$ cat src/rtl/fits_column_type_converter_macros.svh
// Assertion macros for the column type converter.
// Expects i_clk and i_rst_n in the scope of the module that uses them.
`ifndef FITS_COLUMN_TYPE_CONVERTER_MACROS_SVH
`define FITS_COLUMN_TYPE_CONVERTER_MACROS_SVH

// Same-cycle implication, off while reset is held.
`define FCC_CHECK(lbl, ante, cons) \
    lbl: assert property (@(posedge i_clk) disable iff (!i_rst_n) (ante) |-> (cons)) \
        else $error("fcc: same-cycle check failed");

// Next-cycle implication, off while reset is held.
`define FCC_NEXT(lbl, ante, cons) \
    lbl: assert property (@(posedge i_clk) disable iff (!i_rst_n) (ante) |=> (cons)) \
        else $error("fcc: next-cycle check failed");

// Signal must be low in the cycle after reset is applied.
`define FCC_RESET_LOW(lbl, sig) \
    lbl: assert property (@(posedge i_clk) !i_rst_n |=> !(sig)) \
        else $error("fcc: signal not cleared by reset");

`endif

$ cat src/rtl/fcc_pkg.sv
// Shared types and constants for the column type converter.
// No dependencies.
`timescale 1ns / 1ps

package fcc_pkg;

    // column type codes
    localparam logic [3:0] TY_CHAR    = 4'd0;
    localparam logic [3:0] TY_BITS    = 4'd1;
    localparam logic [3:0] TY_BYTE    = 4'd2;
    localparam logic [3:0] TY_LOGICAL = 4'd3;
    localparam logic [3:0] TY_I16     = 4'd4;
    localparam logic [3:0] TY_I32     = 4'd5;
    localparam logic [3:0] TY_I64     = 4'd6;
    localparam logic [3:0] TY_SINGLE  = 4'd7;
    localparam logic [3:0] TY_DOUBLE  = 4'd8;

    // status codes
    localparam logic [1:0] ST_OK         = 2'd0;
    localparam logic [1:0] ST_BAD_TYPE   = 2'd1;
    localparam logic [1:0] ST_SATURATED  = 2'd2;
    localparam logic [1:0] ST_NAN_TO_INT = 2'd3;

    // register indexes
    localparam logic CFG_SOURCE_TYPE = 1'b0;
    localparam logic CFG_DEST_TYPE   = 1'b1;

    localparam logic [3:0] TYPE_RESET = TY_BYTE;

    localparam logic [7:0] LOGICAL_TRUE  = 8'h54;
    localparam logic [7:0] LOGICAL_FALSE = 8'h46;

    typedef struct packed {
        logic [63:0] raw_value;
        logic        last_element;
    } t_in_beat;

    typedef struct packed {
        logic [63:0] result_bits;
        logic        result_last;
        logic [1:0]  status;
    } t_out_beat;

    // significand cut for rounding: q holds the kept bits with hidden bit,
    // ebase is the biased exponent minus one (zero for subnormals)
    typedef struct packed {
        logic        neg;
        logic        sgl;
        logic [10:0] ebase;
        logic [52:0] q;
        logic        guard;
        logic        sticky;
    } t_rnd_in;

endpackage

$ cat src/rtl/fcc_round.sv
// Round-to-nearest-even and pack into IEEE single or double.
// Depends on fcc_pkg.
`timescale 1ns / 1ps

module fcc_round (
    input  fcc_pkg::t_rnd_in i_rnd,
    output logic [63:0]      o_bits
);
    import fcc_pkg::*;

    logic        inc;
    logic [53:0] qr;
    logic [33:0] pk_s;
    logic [63:0] pk_d;

    always_comb begin
        inc  = i_rnd.guard & (i_rnd.sticky | i_rnd.q[0]);
        qr   = {1'b0, i_rnd.q} + {53'd0, inc};
        // hidden bit carries into the exponent, rounding overflow carries twice
        pk_s = {i_rnd.ebase, 23'd0} + {9'd0, qr[24:0]};
        pk_d = {1'b0, i_rnd.ebase, 52'd0} + {10'd0, qr};
        if (i_rnd.sgl) begin
            if (pk_s[33:23] >= 11'd255) begin
                o_bits = {32'd0, i_rnd.neg, 8'hFF, 23'd0};
            end else begin
                o_bits = {32'd0, i_rnd.neg, pk_s[30:0]};
            end
        end else begin
            if (pk_d[63:52] >= 12'd2047) begin
                o_bits = {i_rnd.neg, 11'h7FF, 52'd0};
            end else begin
                o_bits = {i_rnd.neg, pk_d[62:0]};
            end
        end
    end

endmodule

$ cat src/rtl/fits_column_type_converter.sv
// Column type converter: one table element in, one converted element out per cycle when not stalled.
// Depends on fcc_pkg, fcc_round and fits_column_type_converter_macros.svh.
//
// Takes one beat per clock and returns one beat per clock when not stalled.
// The work runs through six register stages (source decode, magnitude,
// leading-zero count, normalize shift, rounding cut with truncation shift,
// round/saturate/pack into the output register), all advancing together;
// i_stall from the sink holds the whole pipe and comes straight back out as
// o_stall while the output register is full. Source and destination types
// are sampled when a beat enters, so write them only with the pipe empty. A
// type code above 8 gives status 1 with zero bits.
`timescale 1ns / 1ps
`include "fits_column_type_converter_macros.svh"

module fits_column_type_converter (
    input  logic               i_clk,
    input  logic               i_rst_n,
    input  logic               i_cfg_we,
    input  logic               i_cfg_idx,
    input  logic [3:0]         i_cfg_data,
    input  logic               i_valid,
    output logic               o_stall,
    input  fcc_pkg::t_in_beat  i_data,
    output logic               o_valid,
    input  logic               i_stall,
    output fcc_pkg::t_out_beat o_data
);
    import fcc_pkg::*;

    typedef enum logic [1:0] {FC_ZERO, FC_FIN, FC_INF, FC_NAN} t_fcls;

    typedef struct packed {
        logic [3:0]         src;
        logic [3:0]         dst;
        logic               last;
        logic               bad;
        logic               is_int;
        logic               sgl;
        logic               neg;
        t_fcls              fcls;
        logic [63:0]        ival;   // integer value, or raw bits of a double
        logic [10:0]        fexp;
        logic [51:0]        frac;   // fraction aligned to double layout
        logic [63:0]        mag;
        logic signed [12:0] top;
        logic [6:0]         lz;
        logic [63:0]        tint;
        logic               big;
        t_rnd_in            rnd;
    } t_pipe;

    typedef struct packed {
        logic [1:0]  st;
        logic [63:0] bits;
    } t_ires;

    function automatic logic [6:0] f_lzc(input logic [63:0] v);
        logic [6:0] n;
        n = 7'd64;
        for (int i = 0; i < 64; i++) begin
            if (v[i]) n = 7'(63 - i);
        end
        return n;
    endfunction

    // float to signed integer of width w, truncated, saturating
    function automatic t_ires f_to_sint(input logic [63:0] t, input logic big,
                                        input logic neg, input int w);
        logic [63:0] lim;
        logic [63:0] mask;
        t_ires       r;
        lim  = 64'd1 << (w - 1);
        mask = (w >= 64) ? '1 : ((64'd1 << w) - 64'd1);
        r.st = ST_OK;
        if (!neg) begin
            if (big || t > lim - 64'd1) begin
                r.st   = ST_SATURATED;
                r.bits = (lim - 64'd1) & mask;
            end else begin
                r.bits = t & mask;
            end
        end else begin
            if (big || t > lim) begin
                r.st   = ST_SATURATED;
                r.bits = (64'd0 - lim) & mask;
            end else begin
                r.bits = (64'd0 - t) & mask;
            end
        end
        return r;
    endfunction

    logic [3:0]  r_src_type, r_dst_type;
    t_pipe       r_a, r_b, r_c, r_d, r_e;
    t_pipe       n_a, n_b, n_c, n_d, n_e;
    logic [4:0]  r_vld;
    logic        r_out_vld;
    t_out_beat   r_out, n_out;
    logic        en;
    logic [63:0] rnd_bits;
    t_ires       ires;

    // advance whenever the output register is free or being drained
    assign en      = !r_out_vld || !i_stall;
    assign o_stall = !en;
    assign o_valid = r_out_vld;
    assign o_data  = r_out;

    always_ff @(posedge i_clk) begin
        if (!i_rst_n) begin
            r_src_type <= TYPE_RESET;
            r_dst_type <= TYPE_RESET;
        end else if (i_cfg_we) begin
            case (i_cfg_idx)
                CFG_SOURCE_TYPE: r_src_type <= i_cfg_data;
                CFG_DEST_TYPE:   r_dst_type <= i_cfg_data;
                default:         r_src_type <= r_src_type;
            endcase
        end
    end

    // decode the source encoding
    always_comb begin
        n_a        = '0;
        n_a.src    = r_src_type;
        n_a.dst    = r_dst_type;
        n_a.last   = i_data.last_element;
        n_a.bad    = (r_src_type > TY_DOUBLE) || (r_dst_type > TY_DOUBLE);
        n_a.is_int = 1'b1;
        n_a.sgl    = (r_src_type == TY_SINGLE);
        case (r_src_type)
            TY_LOGICAL: n_a.ival = {63'd0, i_data.raw_value[7:0] == LOGICAL_TRUE};
            TY_I16:     n_a.ival = {{48{i_data.raw_value[15]}}, i_data.raw_value[15:0]};
            TY_I32:     n_a.ival = {{32{i_data.raw_value[31]}}, i_data.raw_value[31:0]};
            TY_I64:     n_a.ival = i_data.raw_value;
            TY_SINGLE: begin
                n_a.is_int = 1'b0;
                n_a.neg    = i_data.raw_value[31];
                n_a.fexp   = {3'd0, i_data.raw_value[30:23]};
                n_a.frac   = {i_data.raw_value[22:0], 29'd0};
            end
            TY_DOUBLE: begin
                n_a.is_int = 1'b0;
                n_a.ival   = i_data.raw_value;
                n_a.neg    = i_data.raw_value[63];
                n_a.fexp   = i_data.raw_value[62:52];
                n_a.frac   = i_data.raw_value[51:0];
            end
            default:    n_a.ival = {56'd0, i_data.raw_value[7:0]};
        endcase
        if (!n_a.is_int) begin
            if ((n_a.sgl && n_a.fexp == 11'h0FF) || (!n_a.sgl && n_a.fexp == 11'h7FF)) begin
                n_a.fcls = (n_a.frac != '0) ? FC_NAN : FC_INF;
            end else begin
                n_a.fcls = (n_a.fexp == '0 && n_a.frac == '0) ? FC_ZERO : FC_FIN;
            end
        end
    end

    // magnitude and exponent of the leading bit before normalization
    always_comb begin
        n_b = r_a;
        if (r_a.is_int) begin
            n_b.neg  = r_a.ival[63];
            n_b.mag  = r_a.ival[63] ? (64'd0 - r_a.ival) : r_a.ival;
            n_b.fcls = (r_a.ival == '0) ? FC_ZERO : FC_FIN;
            n_b.top  = 13'sd63;
        end else if (r_a.fexp == '0) begin
            n_b.mag = {r_a.frac, 12'd0};
            n_b.top = r_a.sgl ? -13'sd127 : -13'sd1023;
        end else begin
            n_b.mag = {1'b1, r_a.frac, 11'd0};
            n_b.top = $signed({2'b00, r_a.fexp}) - (r_a.sgl ? 13'sd127 : 13'sd1023);
        end
    end

    always_comb begin
        n_c     = r_b;
        n_c.lz  = f_lzc(r_b.mag);
        n_c.top = r_b.top - $signed({6'd0, n_c.lz});
    end

    always_comb begin
        n_d     = r_c;
        n_d.mag = r_c.mag << r_c.lz[5:0];
    end

    // truncated integer and rounding cut
    always_comb begin
        logic signed [12:0] min_e;
        logic signed [12:0] bias;
        logic signed [12:0] diff;
        logic [6:0]         d;
        logic [127:0]       ext;
        n_e      = r_d;
        n_e.big  = (r_d.fcls == FC_INF) || (r_d.top >= 13'sd63);
        n_e.tint = (r_d.top < 13'sd0 || r_d.top >= 13'sd63) ? 64'd0
                 : (r_d.mag >> (6'd63 - r_d.top[5:0]));
        n_e.rnd.sgl = (r_d.dst == TY_SINGLE);
        n_e.rnd.neg = r_d.neg;
        min_e = n_e.rnd.sgl ? -13'sd126 : -13'sd1022;
        bias  = n_e.rnd.sgl ? 13'sd127 : 13'sd1023;
        diff  = min_e - r_d.top;
        if (diff > 13'sd0) begin
            d             = (diff > 13'sd127) ? 7'd127 : diff[6:0];
            n_e.rnd.ebase = '0;
        end else begin
            d             = '0;
            n_e.rnd.ebase = 11'(r_d.top + bias - 13'sd1);
        end
        ext = {r_d.mag, 64'd0} >> d;
        if (n_e.rnd.sgl) begin
            n_e.rnd.q      = {29'd0, ext[127:104]};
            n_e.rnd.guard  = ext[103];
            n_e.rnd.sticky = |ext[102:0];
        end else begin
            n_e.rnd.q      = ext[127:75];
            n_e.rnd.guard  = ext[74];
            n_e.rnd.sticky = |ext[73:0];
        end
    end

    fcc_round u_round (
        .i_rnd  (r_e.rnd),
        .o_bits (rnd_bits)
    );

    // pick the destination encoding, saturate and flag
    always_comb begin
        n_out.result_last = r_e.last;
        n_out.status      = ST_OK;
        n_out.result_bits = '0;
        ires              = '0;
        case (r_e.dst)
            TY_I16:  ires = f_to_sint(r_e.tint, r_e.big, r_e.neg, 16);
            TY_I32:  ires = f_to_sint(r_e.tint, r_e.big, r_e.neg, 32);
            TY_I64:  ires = f_to_sint(r_e.tint, r_e.big, r_e.neg, 64);
            default: begin
                if (r_e.neg) begin
                    ires.bits = '0;
                    ires.st   = (r_e.big || r_e.tint != '0) ? ST_SATURATED : ST_OK;
                end else if (r_e.big || r_e.tint > 64'd255) begin
                    ires.bits = 64'd255;
                    ires.st   = ST_SATURATED;
                end else begin
                    ires.bits = r_e.tint;
                    ires.st   = ST_OK;
                end
            end
        endcase
        if (r_e.bad) begin
            n_out.status = ST_BAD_TYPE;
        end else begin
            case (r_e.dst)
                TY_LOGICAL: begin
                    n_out.result_bits[7:0] = (r_e.fcls != FC_ZERO) ? LOGICAL_TRUE : LOGICAL_FALSE;
                end
                TY_SINGLE: begin
                    case (r_e.fcls)
                        FC_ZERO: n_out.result_bits = {32'd0, r_e.neg, 31'd0};
                        FC_INF:  n_out.result_bits = {32'd0, r_e.neg, 8'hFF, 23'd0};
                        FC_NAN:  n_out.result_bits = {32'd0, r_e.neg, 9'h1FF, r_e.frac[50:29]};
                        default: n_out.result_bits = rnd_bits;
                    endcase
                end
                TY_DOUBLE: begin
                    if (r_e.is_int || !r_e.sgl) begin
                        n_out.result_bits = r_e.is_int ? rnd_bits : r_e.ival;
                        if (r_e.is_int && r_e.fcls == FC_ZERO) n_out.result_bits = '0;
                    end else begin
                        case (r_e.fcls)
                            FC_ZERO: n_out.result_bits = {r_e.neg, 63'd0};
                            FC_INF:  n_out.result_bits = {r_e.neg, 11'h7FF, 52'd0};
                            FC_NAN:  n_out.result_bits = {r_e.neg, 12'hFFF, r_e.frac[50:0]};
                            default: n_out.result_bits = rnd_bits;
                        endcase
                    end
                end
                default: begin
                    if (r_e.is_int) begin
                        case (r_e.dst)
                            TY_I16:  n_out.result_bits = {48'd0, r_e.ival[15:0]};
                            TY_I32:  n_out.result_bits = {32'd0, r_e.ival[31:0]};
                            TY_I64:  n_out.result_bits = r_e.ival;
                            default: n_out.result_bits = {56'd0, r_e.ival[7:0]};
                        endcase
                    end else if (r_e.fcls == FC_NAN) begin
                        n_out.status = ST_NAN_TO_INT;
                    end else begin
                        n_out.result_bits = ires.bits;
                        n_out.status      = ires.st;
                    end
                end
            endcase
        end
    end

    // payload stages: hold on stall, advance otherwise
    always_ff @(posedge i_clk) begin
        if (en) begin
            r_a   <= n_a;
            r_b   <= n_b;
            r_c   <= n_c;
            r_d   <= n_d;
            r_e   <= n_e;
            r_out <= n_out;
        end
    end

    always_ff @(posedge i_clk) begin
        if (!i_rst_n) begin
            r_vld     <= '0;
            r_out_vld <= 1'b0;
        end else if (en) begin
            r_vld     <= {r_vld[3:0], i_valid};
            r_out_vld <= r_vld[4];
        end
    end

    `FCC_CHECK(a_bad_type_zero, o_valid && o_data.status == ST_BAD_TYPE, o_data.result_bits == '0)
    `FCC_CHECK(a_nan_int_zero, o_valid && o_data.status == ST_NAN_TO_INT, o_data.result_bits == '0)
    `FCC_NEXT(a_stage_advance, en && r_vld[0], r_vld[1])
    `FCC_NEXT(a_out_load, en && r_vld[4], o_valid)
    `FCC_RESET_LOW(a_reset_empty, o_valid)

endmodule
$ cat config.mk
export PLATFORM = sky130hd
export DESIGN_NAME = fits_column_type_converter
export DESIGN_NICKNAME = d
export VERILOG_FILES = /design/src/rtl/fcc_pkg.sv /design/src/rtl/fcc_round.sv /design/src/rtl/fits_column_type_converter.sv
export VERILOG_INCLUDE_DIRS = /design/src /design/src/rtl
export SDC_FILE = /design/constraint.sdc
export NUM_CORES = 2
export LEC_CHECK = 0
export ABC_AREA = 0
export ABC_CLOCK_PERIOD_IN_PS = 78400
export BUFFER_PORTS_ARGS = -buffer_cell sky130_fd_sc_hd__buf_2
export CORE_UTILIZATION = 32
export CTS_CLUSTER_DIAMETER = 50
export CTS_CLUSTER_SIZE = 30
export DETAILED_ROUTE_END_ITERATION = 10
export SLEW_MARGIN = 0
export SYNTH_ARGS = -nofsm -noshare
export SYNTH_HDL_FRONTEND = slang
export SYNTH_SLANG_ARGS = --single-unit
export TNS_END_PERCENT = 20
$ cat constraint.sdc
create_clock -name i_clk -period 78.4 [get_ports i_clk]
set_clock_uncertainty 0.1 [all_clocks]
set_input_delay 23.52 -clock i_clk [delete_from_list [all_inputs] [get_ports i_clk]]
set_output_delay 23.52 -clock i_clk [all_outputs]
set_load 0.01 [all_outputs]
==> results by group <==
Drt
  • Total number of vias: just over 50000
  • Final routed wire length divided by cell count: 28.19 um
  • Detailed Route WL: 238100 um
  • Starting DRT DRC Count: 7753
  • Pre-antenna DRT Iters: 7
  • Final ANT Viol Nets: 0
  • Via-to-Cell Ratio: 6.087
  • Number of remaining DRC errors: 0

Timing
  • Time the worst path needs with I/O delays and setup: about 48 ns
  • Setup TNS after final layout: 0 ns
  • Unrepaired setup endpoints after global routing: no
  • Final critical-path share of the clock period: 0.6180
  • Normalized max-slew margin: 0.07694
  • Setup violations, final: 0
  • Slew at the pin closest to its max-slew limit: 1.381 ns
  • Number of max-slew violations in the final report: 0
  • Hold_ws: 0.2836 ns
  • Fmax: 0.02064 GHz
  • Number of hold-slack violations in the final timing report: 0

Run status
  • Outcome: completed

Clock tree
  • Clock sinks: 1091
  • Clock Pin Slew Worst Setup and Hold Paths: 0.08 ns
  • Buffer depth of the longest clock path: 3
  • Clock latency on the worst-skew pair: approximately 0.77 ns
  • Total number of H-tree levels: 3
  • CTS tree: built
  • CTS root buf: sky130_fd_sc_hd__clkbuf_16
  • CTS Buf Count: 94
  • Post-CTS Setup Repair Bufs: 0
  • Hold-fix buffers, CTS: 0
  • Number of gates resized after CTS: 0

Floorplan
  • Die width: ~440 um
  • Top Ports: 144
  • Effective utilization at floorplan: 0.3217
  • Die outline height: 441.8 um
  • Core ar.: just under 200000 um^2
  • Die footprint: roughly 200000 um^2
  • Standard-cell row count: ~160

Critical path
  • Reg-to-reg slack, setup: 69.24 ns
  • Worst reg2reg path startpoint: n_e[141]
  • Capturing point of the worst reg2reg path: r_e[0]
  • Biggest fanout along the worst timing path: between 70 and 80
  • Worst EP required: 54.78 ns
  • Type of element launching the critical path: primary input
  • FF-to-FF path depth: 17
  • Type of the setup path with the least slack: primary input to primary output
  • Critical Path End Type: primary output
  • Arrival @ worst endpoint: roughly 25 ns

Placement
  • I/O Buffers: around 140
  • Routability-driven placement congestion ratio: 1.009
  • HPWL after detailed placement: approximately 180000 um

GRT
  • Wire length of the first global-routing pass: 337000 um
  • Pin count of the biggest net entering global routing: around 190
  • Vias in the first global route: 46410
  • GRT Overall Usage: 0.2340
  • Total grt overflow: 0
  • Number of antenna violations at the first check in global routing: 7

Yosys
  • Post-synthesis share of cell area spent on and, or, nand and nor gates: 0.1536
  • Avg Synthesized Cell Area: 10.43 um^2
  • Cells taking the most area after synthesis: sky130_fd_sc_hd__edfxtp_1 (52%), sky130_fd_sc_hd__nand2_1 (4.5%), sky130_fd_sc_hd__nor2_1 (3.5%), sky130_fd_sc_hd__o21ai_0 (3.5%), sky130_fd_sc_hd__mux4_2 (3.3%)
  • Share of the yosys chip area belonging to registers: 0.5271
  • Warnings from Yosys: 0
  • Main combinational cell family by area after synthesis: compound AO/OA/AOI/OAI gates
  • Area share of fa/ha/maj cells after synthesis: 0.007804
  • Share of synthesized flip-flops with an asynchronous set or reset: 0
  • Top flip-flop cell by instance count after synthesis: sky130_fd_sc_hd__edfxtp_1
  • Synthesized cell area: 61890 um^2
  • Flip-flop and latch count after synthesis: around 1100
  • Share of the synthesized area in the top cell type: 0.5226
  • Gate Count Post-Synth: 5936
  • Multiplexer share of the synthesized area: 0.06959
  • Xor and xnor fraction of the mapped netlist area: 0.02307
  • Post-synth EDFFs: 1077
  • Number of distinct library cell variants in the gate-level netlist after synthesis: 121
  • Net count after synthesis: 6047
  • Synth area leader: sky130_fd_sc_hd__edfxtp_1
  • Compound-Gate Fraction of Synth Area: 0.1836

Layout
  • Leading cell types in the layout, fill and taps excluded: sky130_fd_sc_hd__edfxtp_1 (1077), sky130_fd_sc_hd__nand2_1 (734), sky130_fd_sc_hd__nor2_1 (575), sky130_fd_sc_hd__o21ai_0 (430), sky130_fd_sc_hd__a21oi_1 (373)
  • Share of cells above drive strength 1: 0.1082
  • FF/Latch Area: ~33000 um^2
  • Area of the multi-input gates: 27210 um^2
  • Number of filler cells placed in the layout: 18960
  • Leading cell type in the layout, fill and taps excluded: sky130_fd_sc_hd__edfxtp_1
  • Antenna diodes: 0
  • Number of nets in the final layout: 5953
  • Layout-stage area growth over the synthesis result: 10.44%

Worst hold path
  • Start point of the worst hold path: n_c[348]
  • Hold path depth: 0
  • Sink of the worst hold path: n_d[348]
  • Class of the worst hold path: flop to flop

Power
  • Max rail drop VDD: 0.02348 mV
  • Leakage power: 25.63 nW
  • Power density over the cells: 35.49 nW/um^2

Run
  • Max-Cap Viols: 0
sequential cells by signal, indices dropped and copies added (netlist names):
| signal | flops |
|---|---|
| r_e | 257 |
| n_e | 203 |
| n_c | 190 |
| n_d | 145 |
| n_b | 135 |
| o_data | 67 |
| r_c | 64 |
| r_b | 12 |
| r_vld | 5 |
| r_dst_type | 4 |
| r_src_type | 4 |
| r_a | 3 |
| n_out | 1 |
| o_valid | 1 |
routing by layer:
metal | vias up | GRT usage | wire length [um]
met3 | 533 | 0.04635 | 23750
met5 | - | 0 | 13
met2 | 3282 | 0.3495 | 102500
met4 | 2 | 0.1116 | 13140
met1 | 25080 | 0.3244 | 98740
li1 | 22530 | - | -
Yosys cell counts, drive strengths merged, types with 20 or more instances:
library cell  instances
edfxtp             1077
nand2               740
nor2                584
o21ai               455
a21oi               376
clkbuf              325
mux2i               186
nor3                157
nand3               156
o22ai               142
buf                 117
xnor2               112
mux4                 92
inv                  87
and2                 86
a211oi               85
o211ai               82
nor4                 81
a31oi                72
o31ai                55
a21o                 54
xor2                 51
a22oi                47
or3                  41
a221oi               39
nand4                39
a22o                 38
nor2b                34
ha                   33
mux2                 32
and3                 31
o221ai               31
or4                  26
nand2b               23
a211o                21
o2111ai              20
cells by family after synthesis:
family,after synthesis
AOI/OAI and AO/OA,1737
xor gates and xnor gates,163
adders and majority gates,37
buffers and inverters,532
DFF,1091
muxes,310
and+or+nand+nor,2066
where the power goes:
part           switching [mW]  internal (mW)  leakage [nW]
Clock                   0.255          0.247          1.65
Combinational           0.723          0.339          11.1
Sequential              0.129          0.733          12.9
worst max path at each step:
stage / start / to / slack, ns / depth (start not counted)
after floorplan: i_stall / o_stall / 4.18 / 2
after global placement: i_stall / o_stall / 29.92 / 4
after detailed placement: i_stall / o_stall / 29.91 / 4
after CTS: i_stall / o_stall / 29.91 / 4
after global routing: i_stall / o_stall / 29.77 / 4
final: i_stall / o_stall / 29.95 / 4
through the flow:
stage	cells	cell area, um^2	worst slack, ns	utilization	total power [mW]
4_1_cts	8448	68350	29.91	0.3553	2.396
6_report	8448	68350	29.95	0.3553	2.426
5_1_grt	8448	68350	29.77	0.3553	2.513
3_3_place_gp	8272	64900	29.92	0.3373	1.889
2_1_floorplan	5936	61890	4.184	-	1.485
3_5_place_dp	8272	64900	29.91	0.3373	1.891
layout make-up:
| cell class | instances | share of cell area |
|---|---|---|
| sequential | 1091 | 0.4772 |
| multi-input combinational | 4313 | 0.3980 |
| tap | 2526 | 0.04624 |
| clock buffer | 97 | 0.03458 |
| timing repair buffer | 252 | 0.02299 |
| clock inverter | 79 | 0.01598 |
| inverter | 90 | 0.004942 |
critical path, stage by stage:
cell	delay (ns)
sky130_fd_sc_hd__buf_2	0.11
sky130_fd_sc_hd__nand2_4	0.66
sky130_fd_sc_hd__inv_1	0.29
sky130_fd_sc_hd__buf_2	0.23
No activity file was read; power rests on OpenSTA's default activity.
